===== config.mk =====
export PLATFORM = sky130hd
export DESIGN_NAME = mgrs_zone_band_enumerator
export DESIGN_NICKNAME = d
export VERILOG_FILES = /design/src/rtl/zbe_pkg.sv /design/src/rtl/mgrs_zone_band_enumerator.sv /design/src/rtl/zbe_band_unit.sv /design/src/rtl/zbe_region_unit.sv
export SDC_FILE = /design/constraint.sdc
export NUM_CORES = 1
export LEC_CHECK = 0
export BUFFER_PORTS_ARGS = -buffer_cell sky130_fd_sc_hd__buf_2
export CORE_ASPECT_RATIO = 1.2
export CORE_UTILIZATION = 50
export CTS_BUF_LIST = sky130_fd_sc_hd__clkbuf_4 sky130_fd_sc_hd__clkbuf_8 sky130_fd_sc_hd__clkbuf_16
export CTS_CLUSTER_SIZE = 20
export DETAILED_ROUTE_END_ITERATION = 7
export PLACE_DENSITY = 0.82
export SYNTH_ARGS = -nofsm -noshare
export SYNTH_HDL_FRONTEND = slang
export SYNTH_SLANG_ARGS = --single-unit

===== constraint.sdc =====
create_clock -name clk -period 6.2 [get_ports clk]
set_input_delay 0.93 -clock clk [delete_from_list [all_inputs] [get_ports clk]]
set_output_delay 0.93 -clock clk [all_outputs]
set_load 0.03 [all_outputs]

===== src/rtl/zbe_pkg.sv =====
package zbe_pkg;

  // Latitude scale: 65536 steps per degree, one 8 degree band is 2^19 steps
  localparam int unsigned BandShift = 19;

  localparam logic signed [23:0] LAT_S80 = -24'sd5242880;  // -80 degrees
  localparam logic signed [23:0] LAT_N72 = 24'sd4718592;   // 72 degrees
  localparam logic signed [23:0] LAT_N84 = 24'sd5505024;   // 84 degrees
  localparam logic signed [24:0] LAT_OFS = 25'sd5242880;   // +80 degrees

  // Band codes
  localparam logic [4:0] BAND_BELOW = 5'd1;   // north end below band C
  localparam logic [4:0] BAND_C     = 5'd2;
  localparam logic [4:0] BAND_V     = 5'd19;
  localparam logic [4:0] BAND_X     = 5'd21;
  localparam logic [4:0] BAND_ABOVE = 5'd22;  // south end above band X

  // Zones with irregular edges
  localparam logic signed [6:0] ZONE_31 = 7'sd31;
  localparam logic signed [6:0] ZONE_32 = 7'sd32;
  localparam logic signed [6:0] ZONE_33 = 7'sd33;
  localparam logic signed [6:0] ZONE_34 = 7'sd34;
  localparam logic signed [6:0] ZONE_35 = 7'sd35;
  localparam logic signed [6:0] ZONE_36 = 7'sd36;
  localparam logic signed [6:0] ZONE_37 = 7'sd37;

  localparam logic [6:0] ZONE_MAG_MAX = 7'd60;

  typedef struct packed {
    logic [4:0] band;
    logic       south_polar;
    logic       north_polar;
  } band_res_t;

  typedef struct packed {
    logic signed [8:0] cm;
    logic signed [8:0] west;
    logic signed [8:0] east;
    logic signed [7:0] south;
    logic signed [7:0] north;
  } region_t;

endpackage


===== src/rtl/mgrs_zone_band_enumerator.sv =====
// MGRS grid-zone band enumerator.
//
// Input channel (item_valid / item_stall): one transaction carries a signed
// UTM zone and a southern/northern latitude limit in 1/65536 degree.
// Output channel (result_valid / result_stall): one transaction per band
// region touched by the range, south to north, with last set on the final
// one. Where no region exists a single transaction with region_valid low
// and last high is sent. Polar flags ride on every result.
//
// Timing: after acceptance the shared band classifier runs twice (southern
// then northern limit), then the first result is registered from ST_EMIT;
// further regions follow one a cycle while the receiver does not stall.
// A query yields N results (N up to 20), as the sequencer steps one band a
// cycle. item_stall is high from acceptance until the last result is loaded.
//
// Reset (rst, synchronous) returns the sequencer to idle and drops
// result_valid. A stalled receiver holds the result register; the
// sequencer waits on it and no result is lost or repeated.
module mgrs_zone_band_enumerator
  import zbe_pkg::*;
(
  input  logic               clk,
  input  logic               rst,
  input  logic               item_valid,
  output logic               item_stall,
  input  logic signed [6:0]  zone_number,
  input  logic signed [23:0] min_lat,
  input  logic signed [23:0] max_lat,
  output logic               result_valid,
  input  logic               result_stall,
  output logic               region_valid,
  output logic signed [6:0]  zone_out,
  output logic [4:0]         band_index,
  output logic signed [8:0]  central_meridian,
  output logic signed [8:0]  west_edge,
  output logic signed [8:0]  east_edge,
  output logic signed [7:0]  south_edge,
  output logic signed [7:0]  north_edge,
  output logic               south_polar,
  output logic               north_polar,
  output logic               last
);

  typedef enum logic [1:0] {
    ST_IDLE,
    ST_SOUTH,
    ST_NORTH,
    ST_EMIT
  } state_t;

  state_t            state;

  // query registers
  logic signed [6:0]  query_zone;
  logic [6:0]         query_mag;
  logic signed [23:0] lo_lat;
  logic signed [23:0] hi_lat;
  logic [4:0]         cur_band;
  logic [4:0]         end_band;
  logic               sp;
  logic               np;

  // shared classifier
  logic signed [23:0] cls_lat;
  logic               cls_north;
  band_res_t          cls_res;
  region_t            region;

  logic               skip_x;
  logic               no_region;
  logic               out_free;
  logic               final_band;

  assign cls_north = (state == ST_NORTH);
  assign cls_lat   = cls_north ? hi_lat : lo_lat;

  zbe_band_unit u_band (
    .lat       (cls_lat),
    .north_end (cls_north),
    .res       (cls_res)
  );

  zbe_region_unit u_region (
    .zone    (query_zone),
    .mag     (query_mag),
    .band    (cur_band),
    .reg_out (region)
  );

  // band X is left out for zones 32, 34 and 36, so the run ends a band early
  assign skip_x = (query_zone == ZONE_32) || (query_zone == ZONE_34) ||
                  (query_zone == ZONE_36);

  assign no_region  = (query_mag == 7'd0) || (query_mag > ZONE_MAG_MAX) ||
                      (cur_band > end_band);
  assign final_band = (cur_band == end_band);
  assign out_free   = !result_valid || !result_stall;
  assign item_stall = (state != ST_IDLE);

  always_ff @(posedge clk) begin
    if (rst) begin
      state        <= ST_IDLE;
      result_valid <= 1'b0;
    end else begin
      // while emitting, the result register is reloaded or held below
      if (state != ST_EMIT && result_valid && !result_stall) begin
        result_valid <= 1'b0;
      end
      case (state)
        ST_IDLE: begin
          if (item_valid) begin
            query_zone <= zone_number;
            query_mag  <= zone_number[6] ? 7'(-zone_number) : 7'(zone_number);
            lo_lat     <= min_lat;
            hi_lat     <= max_lat;
            state      <= ST_SOUTH;
          end
        end
        ST_SOUTH: begin
          cur_band <= cls_res.band;
          sp       <= cls_res.south_polar;
          np       <= cls_res.north_polar;
          state    <= ST_NORTH;
        end
        ST_NORTH: begin
          end_band <= (cls_res.band == BAND_X && skip_x) ? BAND_X - 5'd1 : cls_res.band;
          sp       <= sp | cls_res.south_polar;
          np       <= np | cls_res.north_polar;
          state    <= ST_EMIT;
        end
        ST_EMIT: begin
          if (out_free) begin
            result_valid <= 1'b1;
            zone_out     <= query_zone;
            south_polar  <= sp;
            north_polar  <= np;
            if (no_region) begin
              region_valid     <= 1'b0;
              band_index       <= '0;
              central_meridian <= '0;
              west_edge        <= '0;
              east_edge        <= '0;
              south_edge       <= '0;
              north_edge       <= '0;
              last             <= 1'b1;
              state            <= ST_IDLE;
            end else begin
              region_valid     <= 1'b1;
              band_index       <= cur_band;
              central_meridian <= region.cm;
              west_edge        <= region.west;
              east_edge        <= region.east;
              south_edge       <= region.south;
              north_edge       <= region.north;
              last             <= final_band;
              cur_band         <= cur_band + 5'd1;
              if (final_band) begin
                state <= ST_IDLE;
              end
            end
          end
        end
        default: begin
          state <= ST_IDLE;
        end
      endcase
    end
  end

endmodule


===== src/rtl/zbe_band_unit.sv =====
module zbe_band_unit
  import zbe_pkg::*;
(
  input  logic signed [23:0] lat,
  input  logic               north_end,
  output band_res_t          res
);

  logic signed [24:0] off;

  assign off = {lat[23], lat} + LAT_OFS;

  // Floor band membership; an edge latitude goes to the band above, but 84 degrees stays in band X
  always_comb begin
    res = '0;
    if (lat < LAT_S80) begin
      res.south_polar = 1'b1;
      res.band        = north_end ? BAND_BELOW : BAND_C;
    end else if (lat < LAT_N72) begin
      res.band = off[23:BandShift] + BAND_C;
    end else if (lat <= LAT_N84) begin
      res.band = BAND_X;
    end else begin
      res.north_polar = 1'b1;
      res.band        = north_end ? BAND_X : BAND_ABOVE;
    end
  end

endmodule


===== src/rtl/zbe_region_unit.sv =====
module zbe_region_unit
  import zbe_pkg::*;
(
  input  logic signed [6:0] zone,
  input  logic [6:0]        mag,
  input  logic [4:0]        band,
  output region_t           reg_out
);

  logic [9:0]        m6;
  logic signed [9:0] cm;
  logic signed [9:0] w;
  logic signed [9:0] e;
  logic signed [8:0] s;
  logic signed [8:0] nt;

  assign m6 = {1'b0, mag, 2'b00} + {2'b00, mag, 1'b0};
  assign cm = $signed(m6) - 10'sd183;
  assign s  = $signed({1'b0, band, 3'b000}) - 9'sd96;

  always_comb begin
    w  = cm - 10'sd3;
    e  = cm + 10'sd3;
    nt = s + 9'sd8;
    if (band == BAND_X) begin
      nt = s + 9'sd12;
      if (zone == ZONE_31) begin
        e = cm + 10'sd6;
      end else if (zone == ZONE_33 || zone == ZONE_35) begin
        w = cm - 10'sd6;
        e = cm + 10'sd6;
      end else if (zone == ZONE_37) begin
        w = cm - 10'sd6;
      end
    end else if (band == BAND_V) begin
      if (zone == ZONE_31) begin
        e = cm;
      end else if (zone == ZONE_32) begin
        w = cm - 10'sd6;
      end
    end
  end

  assign reg_out.cm    = cm[8:0];
  assign reg_out.west  = w[8:0];
  assign reg_out.east  = e[8:0];
  assign reg_out.south = s[7:0];
  assign reg_out.north = nt[7:0];

endmodule


==> metrics.csv, run 1 <==
metric,value,unit
netlist_top_cells_area,"edfxtp_1 (62%), ha_1 (8.5%), nor2_1 (2.5%)",
synth.most_common_cell,edfxtp_1,
cts_tree,built,
endpoint_kind,flop,
skew,0.0107,ns
path_class,reg -> reg,
path_cells,inv_1 -> ha_1 -> and3_1 -> o21ai_0 -> a21o_1 -> clkinv_1 -> and2_1 -> mux2_2,
r2r_start,query_zone[0]$_DFFE_PP_,
viasPerCell,5.20,
period_share,60.4,%
tns,0,ns
cts_buffer_depth,2,
relSlewSlack,26.9,%
syn_area,6060,sq um
fmax,267,MHz
ys_seq_area_share,62.9,%
antenna_found_initial,0,
rsz0062_at_grt,no,
hold-worst-slack,0.465,ns
async_reset_ff_share,0,%
cp_top_family,compound AO/OA/AOI/OAI gates,
hold_depth,0,
p_per_area,368,nW/um^2
netlist_instances,455,
hold_viol_final,0,
grt_pass1_wl,16900,um
drt_iter0_markers,120,
layout_min_cycle_time,3.74,ns
p_leak,2.94,nW
wire_per_inst,14.2,um
synth_xor_area_share,3.03,%
drt_first_pass_iters,5,
insertion_delay,0.42,ns
rr_worst_depth,8,
r2r-end,east_edge[4]$_SDFFCE_PP0P_,
io_buffers,114,
cts-buffers-inserted,17,
postCtsSetupBuffers,0,
syn_avg_cell_area,13.3,sq um
path_clk_slew,0.06,ns
ys.warnings.count,0,
nets,677,
status,"finished, final reports clean",
synth-simple-area-share,11.8,%
synth-edff-count,125,
grt_max_degree,62,
totalPowerFinal,2.71,mW
synth-seq-cells,128,
cts-root-buf,clkbuf_16,
worst-path-max-fanout,31,
drv_cap,0,
crit_required,6.36,ns
rrSetupSlack,2.46,ns
cts.repair.resized,0,
drive_above_1_share,28.2,%
synth_adder_area_share,8.79,%
synthMuxAreaShare,3.63,%
setup_viol,0,
synth_top_cell_by_area,edfxtp_1,
grt_pass1_vias,3816,
cts.sink_count,128,
hold_buffers,0,
placed_area,6770,sq um
min-delay-start,np$_DFFE_PP_,
synth_compound_area_share,5.96,%
worst_pin_slew,1.10,ns
finalWorstSetupSlack,2.46,ns
start_util,51.9,%
gp_congestion,0.855,
ant_nets,0,
diodes,0,
die_w,103,um
slowest_delay,0.73,ns
grtUsageTotal,18.2,%
die_area,12600,sq um
htreeDepth,4,
synth_ff_type,edfxtp_1,
path_depth,8,
critPathSlowestCell,a21o_1,
ios,120,
die_y,123,um
slew_violations,0,
preCtsSetupSlack,2.50,ns
final_cell_area,7360,sq um
hold_end,north_polar$_DFFE_PP_,
worstHoldPathType,reg -> reg,
ys_top_cells_by_count,"edfxtp_1 (125), ha_1 (41), nor2_1 (40), inv_1 (35), nand2_1 (22)",
drc_errors,0,
path_buf_inv,2,
synth_cell_types,61,
design.core.area,11700,sq um
area_delta_synth_final,21.3,%
critPathLaunchType,flop,
post-synth-top-area-fraction,61.9,%
rows,43,
hpwl,7710,um
vias,3875,
overflow,0,
synth_top_family_by_area,simple AND/OR/NAND/NOR gates,
worstPathArrival,3.90,ns
vdd_drop_max,0.246,mV
routed_wl,10600,um
worst register-to-register path, delay by kind of cell (launching register included):
| kind | cells | cell delay [ns] |
|---|---|---|
| AO/OA/AOI/OAI | 2 | 1.01 |
| buffers and inverters | 2 | 0.84 |
| flip-flops | 1 | 0.62 |
| AND/OR/NAND/NOR | 2 | 0.48 |
| adder cells (fa/ha/maj) | 1 | 0.28 |
| multiplexers | 1 | 0.26 |
flip-flops by register name, indices dropped and copies added, names as in the netlist, 2 cells and up:
name              cells
hi_lat               24
lo_lat               24
central_meridian      9
east_edge             9
west_edge             9
query_zone            7
zone_out              7
north_edge            6
query_mag             6
band_index            5
cur_band              5
end_band              5
south_edge            3
state                 2
report_power, final:
group / internal, mW / total (mW) / switching [mW]
combinational: 0.219 / 0.594 / 0.375
clock: 0.627 / 0.985 / 0.358
sequential: 1.09 / 1.13 / 0.0423
total: 1.93 / 2.71 / 0.775
layer usage:
layer	vias to the layer above	global-route usage (%)	routed length, um
met1	1808	20.5	4410
met2	139	29.8	5170
met4	0	9.46	233
met3	22	6.78	758
li1	1906	-	-
met5	-	0	0
cell type report:
class                      count  area (sq um)
clock buffer                  17           425
sequential                   128          3810
clock inverter                14           166
multi-input combinational    278          2040
inverter                      36           135
tap                          157           196
timing repair buffer         115           578
fill                         871          4320
metrics by stage:
stage	cells	utilization, %
global route	745	63.0
detailed placement	714	57.9
CTS	745	63.0
floorplan	459	-
finish	745	63.0
global placement	714	57.9
logic make-up (layout without fill, tap and decap cells):
family                   Yosys count  in the layout
buffers and inverters             53            182
XOR/XNOR                          21             21
adder cells (fa/ha/maj)           42             42
AO/OA/AOI/OAI                     54             54
other                              1              5
multiplexers                      21             21
AND/OR/NAND/NOR                  135            135
flip-flops                       128            128
worst max-delay path by stage:
stage                                  startpoint                    endpoint  slack (ns)
after global routing      query_zone[0]$_DFFE_PP_  east_edge[4]$_SDFFCE_PP0P_        2.24
after global placement    query_zone[0]$_DFFE_PP_  east_edge[4]$_SDFFCE_PP0P_        2.66
after CTS                 query_zone[0]$_DFFE_PP_  east_edge[4]$_SDFFCE_PP0P_        2.47
after floorplan                               rst         hi_lat[0]$_DFFE_PP_        0.26
after detailed placement  query_zone[0]$_DFFE_PP_  east_edge[4]$_SDFFCE_PP0P_        2.50
final                     query_zone[0]$_DFFE_PP_  east_edge[4]$_SDFFCE_PP0P_        2.46
cell usage in the layout, fill, tap and decap left out, types with 2 or more instances in the layout:
master / count
edfxtp_1: 125
buf_2: 114
ha_1: 41
nor2_1: 40
inv_1: 35
nand2_1: 22
clkbuf_16: 17
xnor2_1: 16
a21oi_1: 16
mux2i_1: 13
nor4_1: 11
nor3_1: 11
o21ai_0: 10
mux2_2: 8
nand3_1: 7
and2_1: 5
xor2_1: 5
nand4_1: 5
or3_1: 5
a21o_1: 5
nor2b_1: 5
conb_1: 5
nand2b_1: 3
a31oi_1: 3
a211oi_1: 3
clkinv_4: 3
bufinv_16: 3
clkinvlp_4: 3
clkinv_2: 3
dfxtp_1: 3
nand3b_1: 2
or3b_2: 2
nor4b_1: 2
and3_1: 2
clkinv_1: 2
a32oi_1: 2
or4_1: 2
(Power assumes the default switching activity.)
==> run 2, diff against run 1 <==
--- a/config.mk
+++ b/config.mk
@@ -5,6 +5,7 @@
 export SDC_FILE = /design/constraint.sdc
 export NUM_CORES = 1
 export LEC_CHECK = 0
+export ABC_AREA = 1
 export BUFFER_PORTS_ARGS = -buffer_cell sky130_fd_sc_hd__buf_2
 export CORE_ASPECT_RATIO = 1.2
 export CORE_UTILIZATION = 50
==> constraint.sdc (replaced) <==
create_clock -name clk -period 3.1 [get_ports clk]
set_input_delay 0.465 -clock clk [delete_from_list [all_inputs] [get_ports clk]]
set_output_delay 0.465 -clock clk [all_outputs]
set_load 0.03 [all_outputs]
==> metrics.csv, run 2 <==
metric,value,unit,change
status,"finished, final reports clean",,
fin_cells,981,,+32%
synth_cell_types,39,,-36%
seq_power_share,37.3,%,-4.4 points
final_cell_area,8000,sq um,+8.7%
min-delay-start,max_lat[3],,
vias,4948,,+28%
r2r_start,query_mag[2]$_DFFE_PP_,,
layout_min_cycle_time,2.95,ns,-0.792 ns
ios,120,,unchanged
slew_violations,0,,unchanged
rrSetupSlack,0.15,ns,-2.31 ns
cts_tree,built,,
ys.warnings.count,0,,unchanged
grt_pass1_wl,20000,um,+18%
synth-edff-count,125,,unchanged
critPathLaunchType,flop,,
die_y,128,um,+4.4%
rr_worst_depth,13,,+5
cts-root-buf,clkbuf_16,,
wire_per_inst,12.7,um,-11%
worst-path-max-fanout,7,,-77%
worstPathArrival,3.11,ns,-0.79 ns
final_common_cell,nand2_1,,
drt_iter0_markers,190,,+58%
grt_pass1_vias,4505,,+18%
ys_seq_area_share,57.6,%,-5.3 points
relSlewSlack,51.9,%,+25 points
nets,905,,+34%
critPathMostFrequentCell,nor2_1,,
syn_avg_cell_area,9.84,sq um,-26%
diodes,0,,unchanged
grtUsageTotal,18.9,%,+0.77 points
netlist_top_cells_area,"edfxtp_1 (57%), nand2_1 (7.8%), ha_1 (7.7%)",,
crit_required,3.26,ns,-3.10 ns
post-route-util,62.6,%,-0.42 points
hpwl,9030,um,+17%
die_area,13700,sq um,+9.1%
period_share,95.2,%,+35 points
netlist_instances,673,,+48%
skew,0.00725,ns,-0.00346 ns
path_clk_slew,0.06,ns,about the same
rows,45,,+4.7%
endpoint_kind,flop,,
drc_errors,0,,unchanged
p_leak,3.59,nW,+22%
ys_top_cells_by_count,"nand2_1 (137), edfxtp_1 (125), nor2_1 (92), inv_1 (91), nand3_1 (56)",,
overflow,0,,unchanged
routed_wl,12400,um,+17%
hold_viol_final,0,,unchanged
combPwrFrac,32.6,%,+11 points
post-synth-top-area-fraction,56.7,%,-5.2 points
die_w,107,um,+4.4%
dp_cells,944,,+32%
fmax,339,MHz,+27%
startpoint,query_mag[2]$_DFFE_PP_,,
p_sw_share,36.3,%,+7.7 points
area_delta_synth_final,20.8,%,
p_per_area,800,nW/um^2,+120%
ant_nets,0,,unchanged
reg_top3,"hi_lat (24), lo_lat (24)",,
synth_top_cell_by_area,edfxtp_1,,
start_util,51.8,%,-0.11 points
p_int,4.08,mW,+110%
critPathSlowestCell,fa_2,,
hold_end,hi_lat[3]$_DFFE_PP_,,
drv_cap,0,,unchanged
cts-buffers-inserted,17,,unchanged
gp_congestion,0.903,,+5.7%
vdd_drop_max,0.455,mV,+85%
synth-seq-cells,128,,unchanged
synth.most_common_cell,nand2_1,,
drive_above_1_share,21.8,%,-6.4 points
hold_depth,1,,+1
setup_viol,0,,unchanged
worst_pin_slew,0.721,ns,-0.376 ns
path_cells,inv_1 -> ha_1 -> inv_1 -> ha_1 -> fa_2 -> nand2_1 -> or2_2 -> nor2_1 -> nand3_1 -> nand3_1 -> o21ai_0 -> nor2_1 -> nor2_1,,
viasPerCell,5.04,,-3.0%
cts.sink_count,128,,unchanged
syn_area,6620,sq um,+9.2%
io_buffers,114,,unchanged
async_reset_ff_share,0,%,unchanged
slowest_delay,0.61,ns,-0.12 ns
path_class,reg -> reg,,
htreeDepth,4,,unchanged
p_clk_share,30.0,%,-6.4 points
placed_area,7370,sq um,+8.9%
antenna_found_initial,0,,unchanged
r2r-end,east_edge[7]$_SDFFCE_PP0P_,,
grt_max_degree,62,,unchanged
worstHoldPathType,in -> reg,,
design.core.area,12800,sq um,+9.5%
switchingPower,2.32,mW,+200%
insertion_delay,0.42,ns,about the same
final_cell_mix,"nand2_1 (137), edfxtp_1 (125), buf_2 (114), nor2_1 (91), inv_1 (90)",,
tns,0,ns,unchanged
synth_ff_type,edfxtp_1,,
cts_buffer_depth,2,,unchanged
drt_first_pass_iters,7,,+2
## run 2: cell types whose count changed in the layout (fill, tap and decap cells not counted), moves of 13 or more
cell     previous run  this run
nor2_1             40        91
nand2_1            22       137
inv_1              35        90
mux2i_1            13         0
nand3_1             7        56
## run 2: layer usage
layer	GRT usage, %	vias to the layer above	wire length (um)
met3	5.03	28	1010
met5	0	-	0
met1	22.5	2226	4990
met2	31.7	196	6120
li1	-	2498	-
met4	9.27	0	295
## run 2: critical path, delay by kind of cell (launching register included)
family / cells / cell delay (ns)
AOI/OAI and AO/OA: 1 / 0.07
adders and majority gates: 3 / 1.10
buffers and inverters: 2 / 0.13
DFF: 1 / 0.40
and+or+nand+nor: 7 / 0.97
## run 2: area by class of cell
class	count	area [sq um]
fill	980	4780
sequential	128	3810
multi-input combinational	438	2400
timing repair buffer	125	653
clock buffer	17	425
inverter	94	353
tap	164	205
clock inverter	15	149
## run 2: logic make-up (layout without fill, tap and decap cells)
family	after synthesis	in the layout	synth area share, %
flops	128	128	57.6
buf+inv	111	251	6.97
other cells	1	5	0.0566
simple gates	325	325	21.0
compound gates	51	51	4.21
xor+xnor	15	15	2.10
fa+ha+maj	42	42	8.05
## run 2: power by group through the flow
stage | Clock (mW) | Sequential (mW) | Combinational, mW
finish | 1.92 | 2.39 | 2.09
global placement | 0 | 2.42 | 1.97
CTS | 1.95 | 2.39 | 2.05
global route | 2.02 | 2.41 | 2.36
floorplan | 0 | 2.52 | 1.46
detailed placement | 0 | 2.43 | 2.04
## run 2: repair_timing
| action | 4_1_cts | 5_1_grt |
|---|---|---|
| gates resized for setup | 0 | 4 |
| setup endpoints to repair | 0 | 4 |
| hold buffers | 0 | 0 |
| setup buffers | 0 | 5 |
## run 2: through the flow
step	setup slack (ns)	power (mW)	hold slack (ns)
after floorplan	0.338	3.98	0.426
after global placement	0.176	4.39	0.433
after detailed placement	0.0531	4.46	0.445
after CTS	0.0405	6.39	0.208
after global routing	-0.00955	6.79	0.209
final	0.150	6.40	0.215
## run 2: worst max path at each step
stage	end	depth (start not counted)
final	east_edge[7]$_SDFFCE_PP0P_	13
after global routing	west_edge[8]$_SDFFCE_PP0P_	15
after CTS	west_edge[8]$_SDFFCE_PP0P_	15
after detailed placement	west_edge[8]$_SDFFCE_PP0P_	15
after global placement	west_edge[8]$_SDFFCE_PP0P_	15
after floorplan	west_edge[8]$_SDFFCE_PP0P_	15
==> run 3, diff against run 2 <==
==> constraint.sdc (replaced) <==
create_clock -name clk -period 2.42 [get_ports clk]
set_input_delay 0.363 -clock clk [delete_from_list [all_inputs] [get_ports clk]]
set_output_delay 0.363 -clock clk [all_outputs]
set_load 0.03 [all_outputs]
==> metrics.csv, run 3 (same netlist as run 2, synthesis figures left out) <==
metric,value,unit,change
seq_power_share,33.2,%,-4.1 points
vdd_drop_max,0.579,mV,+27%
grt_pass1_wl,21500,um,+7.4%
top_layer,met4,,
p_per_area,1070,nW/um^2,+34%
die_w,107,um,unchanged
dr_wl_met3,1120,um,+11%
die_y,128,um,unchanged
p_leak,3.84,nW,+7.1%
post-route-util,67.2,%,+4.6 points
p_int,5.95,mW,+46%
r2r_start,query_mag[1]$_DFFE_PP_,,
tns,-1.88,ns,-1.88 ns
drt_iter0_markers,295,,+55%
p_sw_share,35.5,%,-0.81 points
preCtsSetupSlack,-0.190,ns,-0.243 ns
hold_viol_final,0,,unchanged
drt-met1-wl,5280,um,+5.9%
r2r-end,east_edge[8]$_SDFFCE_PP0P_,,
htreeDepth,4,,unchanged
p_clk_share,28.5,%,-1.5 points
grtUsageTotal,20.4,%,+1.5 points
fin_cells,1021,,+4.1%
slew_violations,0,,unchanged
area_delta_synth_final,29.7,%,
drt_first_pass_iters,6,,-1
rsz0062_at_grt,yes,,
hold_end,hi_lat[2]$_DFFE_PP_,,
switchingPower,3.27,mW,+41%
antenna_found_initial,0,,unchanged
violations,negative setup slack,,
drv_cap,0,,unchanged
grt_max_degree,62,,unchanged
finalWorstSetupSlack,-0.347,ns,-0.497 ns
cp_top_family,adder cells,,
design.core.area,12800,sq um,unchanged
dp_cells,977,,+3.5%
drc_errors,0,,unchanged
layout_min_cycle_time,2.77,ns,-0.183 ns
n_fill_cell,909,,-7.2%
reg_top3,"hi_lat (24), lo_lat (24)",,
viasPerCell,5.14,,+1.9%
hold_depth,1,,unchanged
skew,0.0113,ns,+0.00408 ns
worstHoldPathType,in -> reg,,
path_cells,inv_2 -> ha_4 -> inv_4 -> ha_4 -> fa_2 -> xnor2_4 -> buf_4 -> nor3_4 -> nand2_2 -> nor2_2 -> nand2_1 -> nand3_1 -> nand2_1 -> nor2_1 -> nor2_1,,
slowest_delay,0.43,ns,-0.18 ns
overflow,0,,unchanged
startpoint,query_mag[1]$_DFFE_PP_,,
path_buf_inv,3,,+1
ant_nets,0,,unchanged
crit_required,2.58,ns,-0.68 ns
path_clk_slew,0.06,ns,about the same
diodes,0,,unchanged
critPathSlowestCell,fa_2,,
io_buffers,114,,unchanged
min-delay-start,max_lat[2],,
cts.sink_count,128,,unchanged
nets,945,,+4.4%
fmax,361,MHz,+6.6%
routed_wl,14100,um,+14%
cts_buffer_depth,2,,unchanged
relSlewSlack,66.9,%,+15 points
setup_viol,8,,+8
worstPathArrival,2.93,ns,-0.18 ns
wire_per_inst,13.8,um,+9.1%
drive_above_1_share,29.8,%,+8.0 points
gp_congestion,0.874,,-3.2%
die_area,13700,sq um,unchanged
path_class,reg -> reg,,
rr_worst_depth,15,,+2
totalPowerFinal,9.23,mW,+44%
worst_pin_slew,0.495,ns,-0.226 ns
cts-root-buf,clkbuf_16,,
combPwrFrac,38.2,%,+5.6 points
hpwl,9540,um,+5.6%
final_cell_mix,"nand2_1 (134), edfxtp_1 (125), buf_2 (114), nor2_1 (87), inv_1 (81)",,
rows,45,,unchanged
worst-path-max-fanout,6,,-1
start_util,51.8,%,unchanged
status,"complete, but fails checks",,
vias,5248,,+6.1%
endpoint_kind,flop,,
final_common_cell,nand2_1,,
period_share,114,%,+19 points
rrSetupSlack,-0.35,ns,-0.50 ns
path_depth,15,,+2
cts_tree,built,,
wl_met2,7190,um,+18%
insertion_delay,0.42,ns,about the same
grt_pass1_vias,4948,,+9.8%
critPathLaunchType,flop,,
cts-buffers-inserted,17,,unchanged
ios,120,,unchanged
==> run 3: power groups by stage <==
stage	sequential (mW)	combinational, mW	clock [mW]
after floorplan	3.23	1.96	0
after global placement	3.10	2.95	0
after detailed placement	3.11	3.03	0
after CTS	3.06	3.13	2.66
after global routing	3.09	3.89	2.75
final	3.06	3.53	2.63
==> run 3: worst reg2reg max path: stages, from the launching register on <==
cell and delay [ns]:
edfxtp_1 0.38, inv_2 0.07, ha_4 0.27, inv_4 0.03, ha_4 0.15, fa_2 0.43, xnor2_4 0.22, buf_4 0.17
nor3_4 0.15, nand2_2 0.10, nor2_2 0.10, nand2_1 0.08, nand3_1 0.13, nand2_1 0.10, nor2_1 0.10, nor2_1 0.05
==> run 3: what timing repair did <==
item / in CTS / in global routing
hold buffers: 0 / 0
endpoints found under the setup margin: 8 / 16
hold endpoints to repair: 0 / 0
gates resized for setup: 10 / 31
buffers inserted: 2 / 10
pin swaps: 9 / 11
==> run 3: layer usage <==
metal  vias to the layer above  global-route usage (%)
met2                       259                    36.7
li1                       2577                       -
met3                        48                    5.19
met4                         0                    10.4
met5                         -                       0
met1                      2364                    22.1
==> run 3: worst max-delay path by stage <==
stage / endpoint / slack [ns]
2_1_floorplan: east_edge[7]$_SDFFCE_PP0P_ / -0.11
3_3_place_gp: east_edge[8]$_SDFFCE_PP0P_ / -0.11
3_5_place_dp: east_edge[7]$_SDFFCE_PP0P_ / -0.19
4_1_cts: east_edge[8]$_SDFFCE_PP0P_ / -0.17
5_1_grt: east_edge[8]$_SDFFCE_PP0P_ / -0.53
6_report: east_edge[8]$_SDFFCE_PP0P_ / -0.35
==> run 3: per-stage QoR <==
stage,hold slack [ns],instance area [sq um]
after global placement,0.462,7740
after global routing,0.101,8590
after CTS,0.106,8400
after floorplan,0.426,6740
after detailed placement,0.457,7740
final,0.113,8590
==> run 3: area by class of cell <==
| cell class | count | area, sq um | area share (%) |
|---|---|---|---|
| flip-flops and latches | 128 | 3820 | 44.4 |
| multi-input cells | 438 | 2560 | 29.9 |
| repair buffers | 165 | 1020 | 11.9 |
| clock buffers | 18 | 433 | 5.04 |
| inverters | 94 | 367 | 4.27 |
| well taps | 164 | 205 | 2.39 |
| clock inverters | 14 | 179 | 2.08 |
